===== src/rtl/tmhc_pkg.sv =====
// shared types and constants of the tracker module header check
package tmhc_pkg;

  localparam int unsigned SAMPLE_SLOTS = 15;

  localparam int unsigned DATA_W  = 8;
  localparam int unsigned AVAIL_W = 24;
  localparam int unsigned POS_W   = 21;
  localparam int unsigned TRACK_W = 16;
  localparam int unsigned BASE_W  = 23;
  localparam int unsigned MAX48_W = 22;
  localparam int unsigned SIZE_W  = 23;

  localparam int unsigned HEADER_BYTES = 512;
  localparam int unsigned ENTRY_START  = 32;
  localparam int unsigned ENTRY_BYTES  = 32;

  localparam logic STATUS_ACCEPT = 1'b0;
  localparam logic STATUS_REJECT = 1'b1;

  typedef struct packed {
    logic                    first;
    logic [DATA_W-1:0]       data;
  } item_t;

  typedef struct packed {
    logic valid;
    logic reject;
  } verdict_t;

endpackage


===== src/rtl/tmhc_in_stage.sv =====
// input register that holds one item ahead of the parser
module tmhc_in_stage (
  input  logic           clk_i,
  input  logic           rst_ni,
  input  logic           move_i,
  input  logic           in_valid_i,
  output logic           in_stall_o,
  input  tmhc_pkg::item_t item_i,
  output logic           valid_o,
  output tmhc_pkg::item_t item_o
);

  logic            valid_q;
  tmhc_pkg::item_t item_q;
  logic            load;

  assign load       = !valid_q || move_i;
  assign in_stall_o = valid_q && !move_i;

  always_ff @(posedge clk_i or negedge rst_ni) begin
    if (!rst_ni) begin
      valid_q <= 1'b0;
    end else if (load) begin
      valid_q <= in_valid_i;
    end
  end

  always_ff @(posedge clk_i) begin
    if (load && in_valid_i) begin
      item_q <= item_i;
    end
  end

  assign valid_o = valid_q;
  assign item_o  = item_q;

endmodule


===== src/rtl/tmhc_parser.sv =====
// per-byte header parsing: position tracking, field capture and verdicts
module tmhc_parser #(
  parameter int unsigned SAMPLE_SLOTS = tmhc_pkg::SAMPLE_SLOTS
) (
  input  logic                             clk_i,
  input  logic                             rst_ni,
  input  logic                             cfg_we_i,
  input  logic [tmhc_pkg::AVAIL_W-1:0]     cfg_data_i,
  input  logic                             step_i,
  input  tmhc_pkg::item_t                  item_i,
  output tmhc_pkg::verdict_t               verdict_o,
  output logic [tmhc_pkg::BASE_W-1:0]      base_o,
  output logic [tmhc_pkg::MAX48_W-1:0]     max48_o
);

  localparam int unsigned PosW   = tmhc_pkg::POS_W;
  localparam int unsigned TrackW = tmhc_pkg::TRACK_W;
  localparam int unsigned BaseW  = tmhc_pkg::BASE_W;
  localparam int unsigned Max48W = tmhc_pkg::MAX48_W;
  localparam int unsigned AvailW = tmhc_pkg::AVAIL_W;
  localparam logic [PosW-1:0] EntryStart = PosW'(tmhc_pkg::ENTRY_START);
  localparam logic [PosW-1:0] EntryEnd   =
    PosW'(tmhc_pkg::ENTRY_START + tmhc_pkg::ENTRY_BYTES * SAMPLE_SLOTS);
  localparam logic [PosW-1:0] TrackStart = PosW'(tmhc_pkg::HEADER_BYTES);
  localparam logic [PosW-1:0] NoTrackEnd = PosW'(tmhc_pkg::HEADER_BYTES - 1);

  logic [AvailW-1:0] avail_q;
  logic [PosW-1:0]   pos_q, pos_d, pos_e;
  logic [BaseW-1:0]  base_q, base_d, base_e;
  logic [TrackW-1:0] max_q, max_d, max_e;
  logic [Max48W-1:0] max48_q, max48_d, max48_e;
  logic [TrackW-1:0] track_q, track_d, track_e;
  logic [PosW-1:0]   end_q, end_d, end_e;
  logic [7:0]        held_q, held_d, held_e;
  logic              synth_q, synth_d, synth_e;
  logic              finished_q, finished_d;

  logic              en;
  logic [7:0]        b;
  logic [TrackW-1:0] pair;
  logic [PosW-1:0]   need;
  logic              in_entries, in_tracks;
  logic              rej_short, rej_tracks, rej_loud, reject, accept;

  assign en   = step_i && (item_i.first || !finished_q);
  assign b    = item_i.data;

  always_comb begin
    pos_e   = item_i.first ? '0 : pos_q;
    base_e  = item_i.first ? BaseW'(tmhc_pkg::HEADER_BYTES) : base_q;
    max_e   = item_i.first ? '0 : max_q;
    max48_e = item_i.first ? '0 : max48_q;
    track_e = item_i.first ? '0 : track_q;
    end_e   = item_i.first ? NoTrackEnd : end_q;
    held_e  = item_i.first ? '0 : held_q;
    synth_e = item_i.first ? 1'b0 : synth_q;
  end

  assign pair       = {held_e, b};
  assign need       = {1'b0, pair, 4'b0} + PosW'(525);
  assign in_entries = (pos_e >= EntryStart) && (pos_e < EntryEnd);
  assign in_tracks  = (pos_e >= TrackStart);

  assign rej_short  = (pos_e == '0) && (avail_q < AvailW'(tmhc_pkg::HEADER_BYTES));
  assign rej_tracks = (pos_e == PosW'(31)) && ({3'b0, need} > avail_q);
  assign rej_loud   = in_entries && (pos_e[4:0] == 5'd31) && !synth_e && (b > 8'h40);
  assign reject     = rej_short || rej_tracks || rej_loud;
  assign accept     = !reject && (pos_e == end_e);

  always_comb begin
    pos_d   = pos_e + PosW'(1);
    base_d  = base_e;
    max_d   = max_e;
    max48_d = max48_e;
    track_d = track_e;
    end_d   = end_e;
    held_d  = held_e;
    synth_d = synth_e;
    if (pos_e == PosW'(29)) begin
      base_d = base_e + {9'b0, b, 6'b0};
    end else if (pos_e == PosW'(30)) begin
      held_d = b;
    end else if (pos_e == PosW'(31)) begin
      track_d = pair;
      base_d  = base_e + {3'b0, pair, 4'b0};
      end_d   = (pair == '0) ? NoTrackEnd : ({1'b0, pair, 4'b0} + PosW'(509));
    end else if (in_entries) begin
      case (pos_e[4:0])
        5'd0:    synth_d = (b == 8'hff);
        5'd24:   held_d  = b;
        5'd25: begin
          if (!synth_e) begin
            base_d = base_e + {6'b0, pair, 1'b0};
          end
        end
        default: ;
      endcase
    end else if (in_tracks) begin
      case (pos_e[1:0])
        2'd0:    held_d = b;
        2'd1: begin
          if (pair > max_e) begin
            max_d   = pair;
            max48_d = {1'b0, pair, 5'b0} + {2'b0, pair, 4'b0};
          end
        end
        default: ;
      endcase
    end
    finished_d = reject || accept;
  end

  always_ff @(posedge clk_i or negedge rst_ni) begin
    if (!rst_ni) begin
      avail_q <= '0;
    end else if (cfg_we_i) begin
      avail_q <= cfg_data_i;
    end
  end

  always_ff @(posedge clk_i or negedge rst_ni) begin
    if (!rst_ni) begin
      pos_q      <= '0;
      base_q     <= '0;
      max_q      <= '0;
      max48_q    <= '0;
      track_q    <= '0;
      end_q      <= '0;
      held_q     <= '0;
      synth_q    <= 1'b0;
      finished_q <= 1'b1;
    end else if (en) begin
      pos_q      <= pos_d;
      base_q     <= base_d;
      max_q      <= max_d;
      max48_q    <= max48_d;
      track_q    <= track_d;
      end_q      <= end_d;
      held_q     <= held_d;
      synth_q    <= synth_d;
      finished_q <= finished_d;
    end
  end

  assign verdict_o.valid  = en && (reject || accept);
  assign verdict_o.reject = reject;
  assign base_o           = base_q;
  assign max48_o          = max48_q;

endmodule


===== src/rtl/tmhc_result.sv =====
// verdict register and result register with the module size add
module tmhc_result (
  input  logic                         clk_i,
  input  logic                         rst_ni,
  input  logic                         move_i,
  input  tmhc_pkg::verdict_t           verdict_i,
  input  logic [tmhc_pkg::BASE_W-1:0]  base_i,
  input  logic [tmhc_pkg::MAX48_W-1:0] max48_i,
  output logic                         out_valid_o,
  output logic                         status_o,
  output logic [tmhc_pkg::SIZE_W-1:0]  module_size_o
);

  localparam int unsigned SizeW = tmhc_pkg::SIZE_W;

  tmhc_pkg::verdict_t   verdict_q;
  logic                 out_valid_q;
  logic                 status_q, status_d;
  logic [SizeW-1:0]     size_q, size_d;

  assign status_d = verdict_q.reject ? tmhc_pkg::STATUS_REJECT : tmhc_pkg::STATUS_ACCEPT;
  assign size_d   = verdict_q.reject ? '0 :
                    SizeW'(base_i) + SizeW'({1'b0, max48_i});

  always_ff @(posedge clk_i or negedge rst_ni) begin
    if (!rst_ni) begin
      verdict_q   <= '0;
      out_valid_q <= 1'b0;
    end else if (move_i) begin
      verdict_q   <= verdict_i;
      out_valid_q <= verdict_q.valid;
    end
  end

  always_ff @(posedge clk_i) begin
    if (move_i && verdict_q.valid) begin
      status_q <= status_d;
      size_q   <= size_d;
    end
  end

  assign out_valid_o   = out_valid_q;
  assign status_o      = status_q;
  assign module_size_o = size_q;

endmodule


===== src/rtl/tracker_module_header_check.sv =====
// top level of the tracker module header check
//
//   channel  | handshake                   | payload
//   ---------+-----------------------------+-------------------------------
//   in       | in_valid_i / in_stall_o     | data_byte_i, first_byte_i
//   out      | out_valid_o / out_stall_i   | status_o, module_size_o
//   cfg      | cfg_valid_i / cfg_ready_o   | bytes_available_i
//
// one item per cycle unless out_stall_i holds a valid result on out
// the pipeline is input register, parser state, verdict register, result register
// reset clears all valids and leaves no candidate open
// out_stall_i holds the whole pipeline; the input register still takes one item
module tracker_module_header_check #(
  parameter int unsigned SAMPLE_SLOTS = tmhc_pkg::SAMPLE_SLOTS
) (
  input  logic                          clk_i,
  input  logic                          rst_ni,
  input  logic                          cfg_valid_i,
  output logic                          cfg_ready_o,
  input  logic [tmhc_pkg::AVAIL_W-1:0]  bytes_available_i,
  input  logic                          in_valid_i,
  output logic                          in_stall_o,
  input  logic [tmhc_pkg::DATA_W-1:0]   data_byte_i,
  input  logic                          first_byte_i,
  output logic                          out_valid_o,
  input  logic                          out_stall_i,
  output logic                          status_o,
  output logic [tmhc_pkg::SIZE_W-1:0]   module_size_o
);

  logic                         move;
  logic                         item_valid;
  tmhc_pkg::item_t              item_in, item;
  tmhc_pkg::verdict_t           verdict;
  logic [tmhc_pkg::BASE_W-1:0]  base;
  logic [tmhc_pkg::MAX48_W-1:0] max48;

  assign cfg_ready_o   = 1'b1;
  assign move          = !out_valid_o || !out_stall_i;
  assign item_in.first = first_byte_i;
  assign item_in.data  = data_byte_i;

  tmhc_in_stage u_in (
    .clk_i      (clk_i),
    .rst_ni     (rst_ni),
    .move_i     (move),
    .in_valid_i (in_valid_i),
    .in_stall_o (in_stall_o),
    .item_i     (item_in),
    .valid_o    (item_valid),
    .item_o     (item)
  );

  tmhc_parser #(
    .SAMPLE_SLOTS (SAMPLE_SLOTS)
  ) u_parser (
    .clk_i      (clk_i),
    .rst_ni     (rst_ni),
    .cfg_we_i   (cfg_valid_i && cfg_ready_o),
    .cfg_data_i (bytes_available_i),
    .step_i     (move && item_valid),
    .item_i     (item),
    .verdict_o  (verdict),
    .base_o     (base),
    .max48_o    (max48)
  );

  tmhc_result u_result (
    .clk_i         (clk_i),
    .rst_ni        (rst_ni),
    .move_i        (move),
    .verdict_i     (verdict),
    .base_i        (base),
    .max48_i       (max48),
    .out_valid_o   (out_valid_o),
    .status_o      (status_o),
    .module_size_o (module_size_o)
  );

endmodule


===== config.mk =====
export PLATFORM = sky130hd
export DESIGN_NAME = tracker_module_header_check
export DESIGN_NICKNAME = d
export VERILOG_FILES = /design/src/rtl/tmhc_pkg.sv /design/src/rtl/tmhc_in_stage.sv /design/src/rtl/tmhc_parser.sv /design/src/rtl/tmhc_result.sv /design/src/rtl/tracker_module_header_check.sv
export SDC_FILE = /design/constraint.sdc
export NUM_CORES = 1
export LEC_CHECK = 0
export BUFFER_PORTS_ARGS = -buffer_cell sky130_fd_sc_hd__buf_2
export CORE_AREA = 3 3 186 188
export CTS_CLUSTER_SIZE = 20
export DETAILED_ROUTE_END_ITERATION = 8
export DIE_AREA = 0 0 189 191
export GPL_ROUTABILITY_DRIVEN = 0
export SYNTH_ARGS = -nofsm -noshare
export SYNTH_HDL_FRONTEND = slang
export SYNTH_HIERARCHICAL = 1
export SYNTH_SLANG_ARGS = --single-unit

===== constraint.sdc =====
create_clock -name clk_i -period 3.9 [get_ports clk_i]
set_input_delay 0 -clock clk_i [delete_from_list [all_inputs] [get_ports clk_i]]
set_output_delay 0 -clock clk_i [all_outputs]
set_load 0.02 [all_outputs]

== After elaboration in Yosys (flattened, before gate mapping) ==
Index checks and enable logic that the tools add are counted.

* Add/sub/neg operators: 8
* Order comparisons: 7
* Eq/ne operators: 9
* Mux-type cells: 44
* Reductions and logical operators: 30

{| class="wikitable"
|+ Operators with widths
! cell !! number
|-
| two-way mux 22 bit || 8
|-
| two-way mux 23 bit || 7
|-
| two-way mux 16 bit || 8
|-
| two-way mux 21 bit || 6
|-
| two-way mux 8 bit || 8
|-
| == test 21 x 5 -> 1 bit, second input constant || 3
|-
| greater-than comparator 21 x 24 -> 1 bit || 1
|-
| < comparator 24 x 10 -> 1 bit, second input constant || 1
|-
| adder 23 x 14 -> 23 bit || 1
|-
| adder 23 x 17 -> 23 bit || 1
|-
| adder 23 x 20 -> 23 bit || 1
|-
| adder 23 x 22 -> 23 bit || 1
|-
| adder 21 x 20 -> 22 bit || 1
|-
| adder 20 x 10 -> 21 bit, second input constant || 1
|-
| adder 20 x 9 -> 21 bit, second input constant || 1
|-
| adder 21 x 1 -> 21 bit, second input constant || 1
|-
| == test 21 bit || 1
|-
| >= comparator 21 x 10 -> 1 bit, second input constant || 1
|-
| >= comparator 21 x 6 -> 1 bit, second input constant || 1
|-
| zero test 21 bit || 1
|-
| < comparator 21 x 10 -> 1 bit, second input constant || 1
|-
| greater-than comparator 16 bit || 1
|-
| zero test 16 bit || 1
|-
| == test 5 bit, second input constant || 3
|-
| 9 further kinds || 38
|}

* Bits in registers: 174
* Input port bits: 38
* Output and inout bits: 27
* Logic and storage cells: 115

== Logic depth before layout (Yosys ltp) ==
Gate-level depths: netlist (run 1).

* Word-level depth: 11
* Depth in mapped cells: 18
* Depth with buffers taken out: 15

== Hierarchy ==
The synthesis (run 1) kept the hierarchy.

{| class="wikitable"
|+ Modules (own cells, without submodules)
! module !! times used !! cells an instance !! area an instance (um^2) !! seq. area each (um^2)
|-
| tmhc_parser || 1 || 1262 || 10662.7 || 3404.5
|-
| tmhc_result || 1 || 232 || 2184.6 || 795.8
|-
| tmhc_in_stage || 1 || 14 || 327.8 || 295.3
|-
| tracker_module_header_check || 1 || 4 || 22.5 || 0.0
|}

== Worst setup path before layout (run 1) ==
No wires, ideal clock.

* Path type: flip-flop to flip-flop
* From: register u_in.item_q, in the netlist u_in/item_o[8]
* To: register u_parser.base_q[22] (netlist: u_parser/base_o[22])
* Library setup time: 0.124 ns
* Arrival time: 4.041 ns
* Required time: 3.776 ns
* Slack: -0.265 ns
* Stages on the path, launching flop included: 18
* Path buffers: 6
* Clock period less this slack: 4.165 ns
* Cell sequence: edfxtp_1 -> buf_2 -> buf_1 -> clkbuf_1 -> clkbuf_1 -> buf_1 -> clkbuf_1 -> nor2b_1 -> ha_1 -> a21oi_1 -> o21ai_1 -> maj3_1 -> and3_1 -> a311o_1 -> a31o_1 -> a221oi_2 -> mux2i_1 -> nand2_1

* Longest elaborated chain between the ends: 8
* Elaborated cells between the ends (all ways): 22
* Classes of those cells: 3 x add/sub; 2 x order compare; 4 x eq/ne; 10 x mux; 3 x reduce/logical

{| class="wikitable"
|+ RTL lines
! what !! line !! text
|-
| start: declaration || tmhc_in_stage.sv:14 || <nowiki>tmhc_pkg::item_t item_q;</nowiki>
|-
| start signal: assignment || tmhc_in_stage.sv:30 || <nowiki>item_q <= item_i;</nowiki>
|-
| two-way mux 23 bit / two-way mux 8 bit (equally long branches) || tmhc_parser.sv:50, tmhc_parser.sv:55 ||
|-
| adder 23 x 17 -> 23 bit || tmhc_parser.sv:93 || <nowiki>base_d = base_e + {6'b0, pair, 1'b0};</nowiki>
|-
| two-way mux 23 bit || tmhc_parser.sv:92 || <nowiki>if (!synth_e) begin</nowiki>
|-
| two-way mux 23 bit || tmhc_parser.sv:88 || <nowiki>case (pos_e[4:0])</nowiki>
|-
| two-way mux 23 bit || tmhc_parser.sv:87 || <nowiki>end else if (in_entries) begin</nowiki>
|-
| two-way mux 23 bit || tmhc_parser.sv:83 || <nowiki>end else if (pos_e == PosW'(31)) begin</nowiki>
|-
| two-way mux 23 bit || tmhc_parser.sv:81 || <nowiki>end else if (pos_e == PosW'(30)) begin</nowiki>
|-
| two-way mux 23 bit || tmhc_parser.sv:79 || <nowiki>if (pos_e == PosW'(29)) begin</nowiki>
|-
| end signal: assignment || tmhc_parser.sv:134 || <nowiki>base_q <= base_d;</nowiki>
|-
| end: declaration || tmhc_parser.sv:29 || <nowiki>logic [BaseW-1:0] base_q, base_d, base_e;</nowiki>
|}

Several ways; a longest one is shown, not always the timed one.
A chain may end at the register's enable or synchronous reset.

==> results.sh, run 1 <==
export IMPL_intPower_mw=3.05
export IMPL_syn_inst=1512
export IMPL_reg2reg_slack_ps=240
export IMPL_wl_per_cell_um=19.8
export IMPL_fmax_ghz=0.273
export IMPL_crit_path_end_kind="register"
export IMPL_fin_crit_sh=0.938
export IMPL_holdCritPathClass="input port to register"
export IMPL_total_power_mw=4.44
export IMPL_max_cap_violations=0
export IMPL_vias=11800
export IMPL_antenna_found_initial=1
export IMPL_post_cts_resized=0
export IMPL_worstHoldStart="out_stall_i"
export IMPL_reg2reg_depth=15
export IMPL_syn_cell_area_um2=13200
export IMPL_fillCellCount=3246
export IMPL_cts_buffers=17
export IMPL_synth_edf_count=33
export IMPL_clock_path_buffers=2
export IMPL_wirelength_um=41300
export IMPL_period_minus_slack_ps=3660
export IMPL_cts_sinks=173
export IMPL_ys_types=93
export IMPL_min_to="u_parser/pos_q[16]"
export IMPL_critical_path_required_ps=4240
export IMPL_dieArea_um2=36100
export IMPL_worst_clock_skew_ps=17.7
export IMPL_ant_nets=0
export IMPL_grt_start_max_net_pins=88
export IMPL_htree_levels=4
export IMPL_r2r_start="u_in/item_o[8]"
export IMPL_grt_pass1_wl_um=65000
export IMPL_maxSlewHeadroom=0.448
export IMPL_synthTopCellsByCount="184 x nand2_1, 139 x dfrtp_1, 124 x ha_1"
export IMPL_final_util=0.456
export IMPL_synth_seq_area_share=0.341
export IMPL_synth_area_leaders="dfrtp_1 26%, ha_1 12%, edfxtp_1 7.5%"
export IMPL_setup_tns_final_ps=0
export IMPL_synth_most_common_cell="nand2_1"
export IMPL_ir_worst_vdd_v=0.000386
export IMPL_yosysWarnings=6
export IMPL_worst_slack_ps=243
export IMPL_leakagePower_nw=6.80
export IMPL_synthFlopType="dfrtp_1"
export IMPL_grt_usage=0.231
export IMPL_grt_pass1_vias=11600
export IMPL_io_pins=65
export IMPL_clkLatencyLatePin_ps=450
export IMPL_drt_iter0_drc=969
export IMPL_clk_pin_slew_worst_paths_ps=80
export IMPL_drive_gt1_frac=0.123
export IMPL_dp_hpwl_um=31300
export IMPL_hold_depth=4
export IMPL_cts_tree="done"
export IMPL_tightest_slew_ps=828
export IMPL_pre_cts_slack_ps=408
export IMPL_core_um2=33300
export IMPL_multi_input_area_um2=8160
export IMPL_post_dp_cell_area_um2=14300
export IMPL_cts_root_buffer="clkbuf_16"
export IMPL_route_detailed_drc=0
export IMPL_syn_avg_cell_area_um2=8.73
export IMPL_maxSlewViolCount=0
export IMPL_rsz0062_at_grt="no"
export IMPL_status="finished clean"
export IMPL_synth_net_count=1679
export IMPL_die_height_um=191
export IMPL_setup_viol=0
export IMPL_r2r_end="u_result/verdict_q[1]"
export IMPL_overflow=0
export IMPL_synth_top_area_share=0.264
export IMPL_port_buffers=63
export IMPL_comb_power_share=0.182
export IMPL_ys_ff_latch=173
export IMPL_first_pass_iters=6
export IMPL_p_sw_mw=1.39
export IMPL_fp_row_count=67
export IMPL_yosysTopAreaCell="dfrtp_1"
export IMPL_synthArstFlopShare=0.809
export IMPL_crit_type="register to register"
export IMPL_pwr_share_seq=0.442
export IMPL_netSwitchingFraction=0.313
export IMPL_p_per_area_nw_per_um2=293
export IMPL_diodes=0
export IMPL_p_clk_frac=0.376
export IMPL_syn2layout_area_growth_pct=14.9
export IMPL_regArea_um2=4500
export IMPL_via_per_inst=5.67
export IMPL_nets=1794
export IMPL_final_hold_violation_count=0
export IMPL_cp_arrival_ps=4000
export IMPL_crit_fanout=11
export IMPL_finalInstanceArea_um2=15200
export IMPL_critPathLaunchType="register"
export IMPL_start_util=0.397
export IMPL_die_w_um=189
timing repair:
| item | CTS | global route |
|---|---|---|
| hold buffers | 35 | 0 |
| endpoints found under the hold margin | 118 | 0 |
| endpoints found under the setup margin | 0 | 0 |
| buffers inserted | 0 | 0 |
cell families after synthesis:
logic type | share of synthesized area
xor gates and xnor gates | 0.0723
DFF | 0.341
muxes | 0.0170
buffers and inverters | 0.0425
other | 0.000569
adders and majority gates | 0.127
AOI/OAI and AO/OA | 0.212
and+or+nand+nor | 0.188
power by group through the flow:
stage          registers, mW  clock network [mW]  logic, mW
3_3_place_gp            2.00                   0      0.751
2_1_floorplan           1.97                   0      0.510
4_1_cts                 1.96                1.71      0.796
6_report                1.96                1.67      0.807
5_1_grt                 1.97                1.78      0.890
3_5_place_dp            2.00                   0      0.764
state kept, by name, summed over array words and instances, names as in the netlist:
signal / cells
u_parser/avail_q: 24
u_result/module_size_o: 23
u_parser/base_o: 22
u_parser/max48_o: 22
u_parser/end_q: 21
u_parser/pos_q: 21
u_parser/max_q: 16
u_in/item_o: 9
u_parser/held_q: 8
u_result/verdict_q: 2
u_in/valid_o: 1
u_parser/finished_q: 1
u_parser/synth_q: 1
u_result/out_valid_o: 1
u_result/status_o: 1
metal layers:
metal / track usage / part of all wire / vias to the layer above
met2: 0.383 / 0.46 / 442
met5: 0 / 0.00029 / -
met1: 0.296 / 0.43 / 5618
met4: 0.0988 / 0.037 / 2
li1: - / - / 5682
met3: 0.0444 / 0.066 / 92
through the flow:
step                      cells  hold WS [ps]
after floorplan            1512          -296
after global placement     2021           128
after detailed placement   2021           133
after CTS                  2088          11.2
after global routing       2088          67.2
final                      2088          28.8
how the worst max path moves through the flow:
stage | startpoint | endpoint | slack, ps
2_1_floorplan | u_in/item_o[8] | u_parser/base_o[22] | 10
5_1_grt | u_in/item_o[8] | u_result/verdict_q[1] | 70
3_5_place_dp | u_in/item_o[8] | u_parser/base_o[18] | 410
3_3_place_gp | u_in/item_o[8] | u_parser/base_o[18] | 420
6_report | u_in/item_o[8] | u_result/verdict_q[1] | 240
4_1_cts | u_in/item_o[8] | u_parser/base_o[18] | 380
final cells by class:
cell class / instances / share of cell area
Clock buffer: 17 / 0.0280
Clock inverter: 15 / 0.00850
Inverter: 78 / 0.0193
Multi-Input combinational cell: 1201 / 0.538
Sequential cell: 173 / 0.296
Tap cell: 448 / 0.0370
Timing Repair Buffer: 156 / 0.0730
worst max-delay path, stage by stage, from the launching register on:
cell      delay, ps
edfxtp_1        420
buf_4           200
nor2b_1         180
ha_1            230
nand3_1         160
nor3_1          480
xor2_1          250
ha_1            280
a21oi_1         150
nor2b_1          60
o21ai_0         160
o211ai_1        110
a21oi_1         190
o211ai_1        180
o21a_1          240
mux2_2          260
placed cells by master (no fill, tap or decap), drive strengths merged, types with 16 or more instances in the layout:
master and instances:
nand4 24, nor2b 42, nand2b 18, nor2 95
nand2 184, a21oi 101, xor2 49, o22ai 19
mux2 16, a21o 35, dlygate4sd3 35, xnor2 60
o21ai 127, edfxtp 33, buf 121, clkbuf 17
ha 124, nand3 39, inv 87, nor3 36
dfrtp 139, and3 18
(Power assumes the default switching activity.)
==> run 2, diff against run 1 <==
--- a/config.mk
+++ b/config.mk
@@ -6,10 +6,10 @@
 export NUM_CORES = 1
 export LEC_CHECK = 0
 export BUFFER_PORTS_ARGS = -buffer_cell sky130_fd_sc_hd__buf_2
-export CORE_AREA = 3 3 186 188
+export CORE_AREA = 3 3 153 229
 export CTS_CLUSTER_SIZE = 20
 export DETAILED_ROUTE_END_ITERATION = 8
-export DIE_AREA = 0 0 189 191
+export DIE_AREA = 0 0 156 232
 export GPL_ROUTABILITY_DRIVEN = 0
 export SYNTH_ARGS = -nofsm -noshare
 export SYNTH_HDL_FRONTEND = slang
==> results.sh, run 2 (synthesis results as in run 1) <==
export IMPL_crit_chain="buf_4, nor2b_1, ha_1, nor2b_1, o21ai_0, a21oi_1, o41ai_1, buf_4, o31a_1, o21ai_0, a221oi_2, mux2i_1, nand2_1"
export IMPL_start_util=0.396
export IMPL_vias=12000
export IMPL_grt_pass1_wl_um=67100
export IMPL_htree_levels=4
export IMPL_route_detailed_drc=0
export IMPL_tightest_slew_ps=887
export IMPL_period_minus_slack_ps=3740
export IMPL_reg2reg_depth=13
export IMPL_max_cap_violations=0
export IMPL_cts_root_buffer="clkbuf_16"
export IMPL_r2r_end="u_parser/base_o[22]"
export IMPL_grt_pass1_vias=12200
export IMPL_crit_path_top_delay_cell="edfxtp_1"
export IMPL_pre_cts_slack_ps=144
export IMPL_holdCritPathClass="input port to register"
export IMPL_fin_crit_sh=0.959
export IMPL_syn2layout_area_growth_pct=16.0
export IMPL_fillCellCount=3208
export IMPL_multi_input_area_um2=8160
export IMPL_die_w_um=156
export IMPL_regArea_um2=4500
export IMPL_wl_per_cell_um=20.7
export IMPL_clock_path_buffers=2
export IMPL_post_dp_cell_area_um2=14300
export IMPL_ant_nets=0
export IMPL_port_buffers=63
export IMPL_hold_depth=3
export IMPL_ir_worst_vdd_v=0.000288
export IMPL_final_hold_violation_count=0
export IMPL_mostFrequentLayoutCells="184 x nand2_1, 139 x dfrtp_1, 124 x ha_1, 111 x o21ai_0, 98 x a21oi_1"
export IMPL_dieArea_um2=36200
export IMPL_leakagePower_nw=6.90
export IMPL_worst_slack_ps=162
export IMPL_via_per_inst=5.79
export IMPL_worstHoldStart="cfg_valid_i"
export IMPL_crit_path_end_kind="register"
export IMPL_fp_row_count=82
export IMPL_cts_tree="done"
export IMPL_status="finished clean"
export IMPL_reg2reg_slack_ps=160
export IMPL_io_pins=65
export IMPL_nets=1805
export IMPL_setup_tns_final_ps=0
export IMPL_layout_commonest_cell="nand2_1"
export IMPL_finalInstanceArea_um2=15300
export IMPL_overflow=0
export IMPL_cts_sinks=173
export IMPL_clk_pin_slew_worst_paths_ps=70
export IMPL_regMostFlops="u_parser/avail_q"
export IMPL_dp_hpwl_um=32600
export IMPL_maxSlewHeadroom=0.409
export IMPL_antenna_found_initial=0
export IMPL_grt_usage=0.239
export IMPL_first_pass_iters=6
export IMPL_p_per_area_nw_per_um2=299
export IMPL_cp_arrival_ps=4080
export IMPL_drive_gt1_frac=0.130
export IMPL_maxSlewViolCount=0
export IMPL_grt_start_max_net_pins=93
export IMPL_largest_reg_flops=24
export IMPL_critPathLaunchType="register"
export IMPL_worst_clock_skew_ps=11.7
export IMPL_critical_path_required_ps=4240
export IMPL_wirelength_um=42900
export IMPL_critical_path_max_stage_delay_ps=510
export IMPL_fmax_ghz=0.268
export IMPL_drt_iter0_drc=859
export IMPL_core_um2=33300
export IMPL_cts_buffers=17
export IMPL_r2r_start="u_in/item_o[8]"
export IMPL_min_to="u_parser/avail_q[14]"
export IMPL_crit_fanout=11
export IMPL_setup_viol=0
export IMPL_clkLatencyLatePin_ps=460
export IMPL_die_height_um=232
export IMPL_crit_type="register to register"
[run 2: layout make-up]
type / instances / area share
multi-input combinational: 1201 / 0.533
sequential: 173 / 0.294
timing repair buffer: 167 / 0.0803
tap: 420 / 0.0343
clock buffer: 21 / 0.0314
inverter: 78 / 0.0191
clock inverter: 11 / 0.00825
antenna: 1 / 0.000163
[run 2: per-layer routing]
layer	wire [um]	global-route usage	vias to the layer above
li1	-	-	5686
met1	15900	0.256	5765
met2	21700	0.425	386
met3	1690	0.0311	154
met4	3530	0.179	0
met5	0	0	-
[run 2: worst max-delay path by stage]
stage | start | end | cells after the start
finish | u_in/item_o[8] | u_parser/base_o[22] | 13
global route | u_in/item_o[8] | u_result/verdict_q[1] | 15
CTS | u_in/item_o[8] | u_parser/base_o[18] | 14
detailed placement | u_in/item_o[8] | u_parser/base_o[18] | 14
global placement | u_in/item_o[8] | u_parser/base_o[18] | 14
floorplan | u_in/item_o[8] | u_parser/base_o[22] | 17
[run 2: per-stage QoR]
step | instances | hold slack (ps) | util | total power, mW
floorplan | 1512 | -296 | - | 2.48
global placement | 1999 | 163 | 0.429 | 2.76
detailed placement | 1999 | 169 | 0.429 | 2.77
CTS | 2067 | 49.7 | 0.458 | 4.61
global route | 2071 | 117 | 0.459 | 4.78
finish | 2072 | 61.9 | 0.459 | 4.58
[run 2: power by group]
group	internal, mW	leakage, nW	switching, mW
Clock	1.02	0.299	0.779
Sequential	1.90	2.12	0.0691
Combinational	0.323	4.48	0.498
[run 2: worst max-delay path, delay by kind of cell (launching register included)]
family	cells	cell delay, ps
AOI/OAI and AO/OA	6	1510
adders and majority gates	1	350
buffers and inverters	2	450
DFF	1	510
muxes	1	220
and+or+nand+nor	3	560
[run 2: repair_timing]
item | CTS | global route
resized for setup | 0 | 2
hold endpoints to repair | 124 | 0
hold buffers | 36 | 0
buffers inserted | 0 | 4
endpoints found under the setup margin | 0 | 5
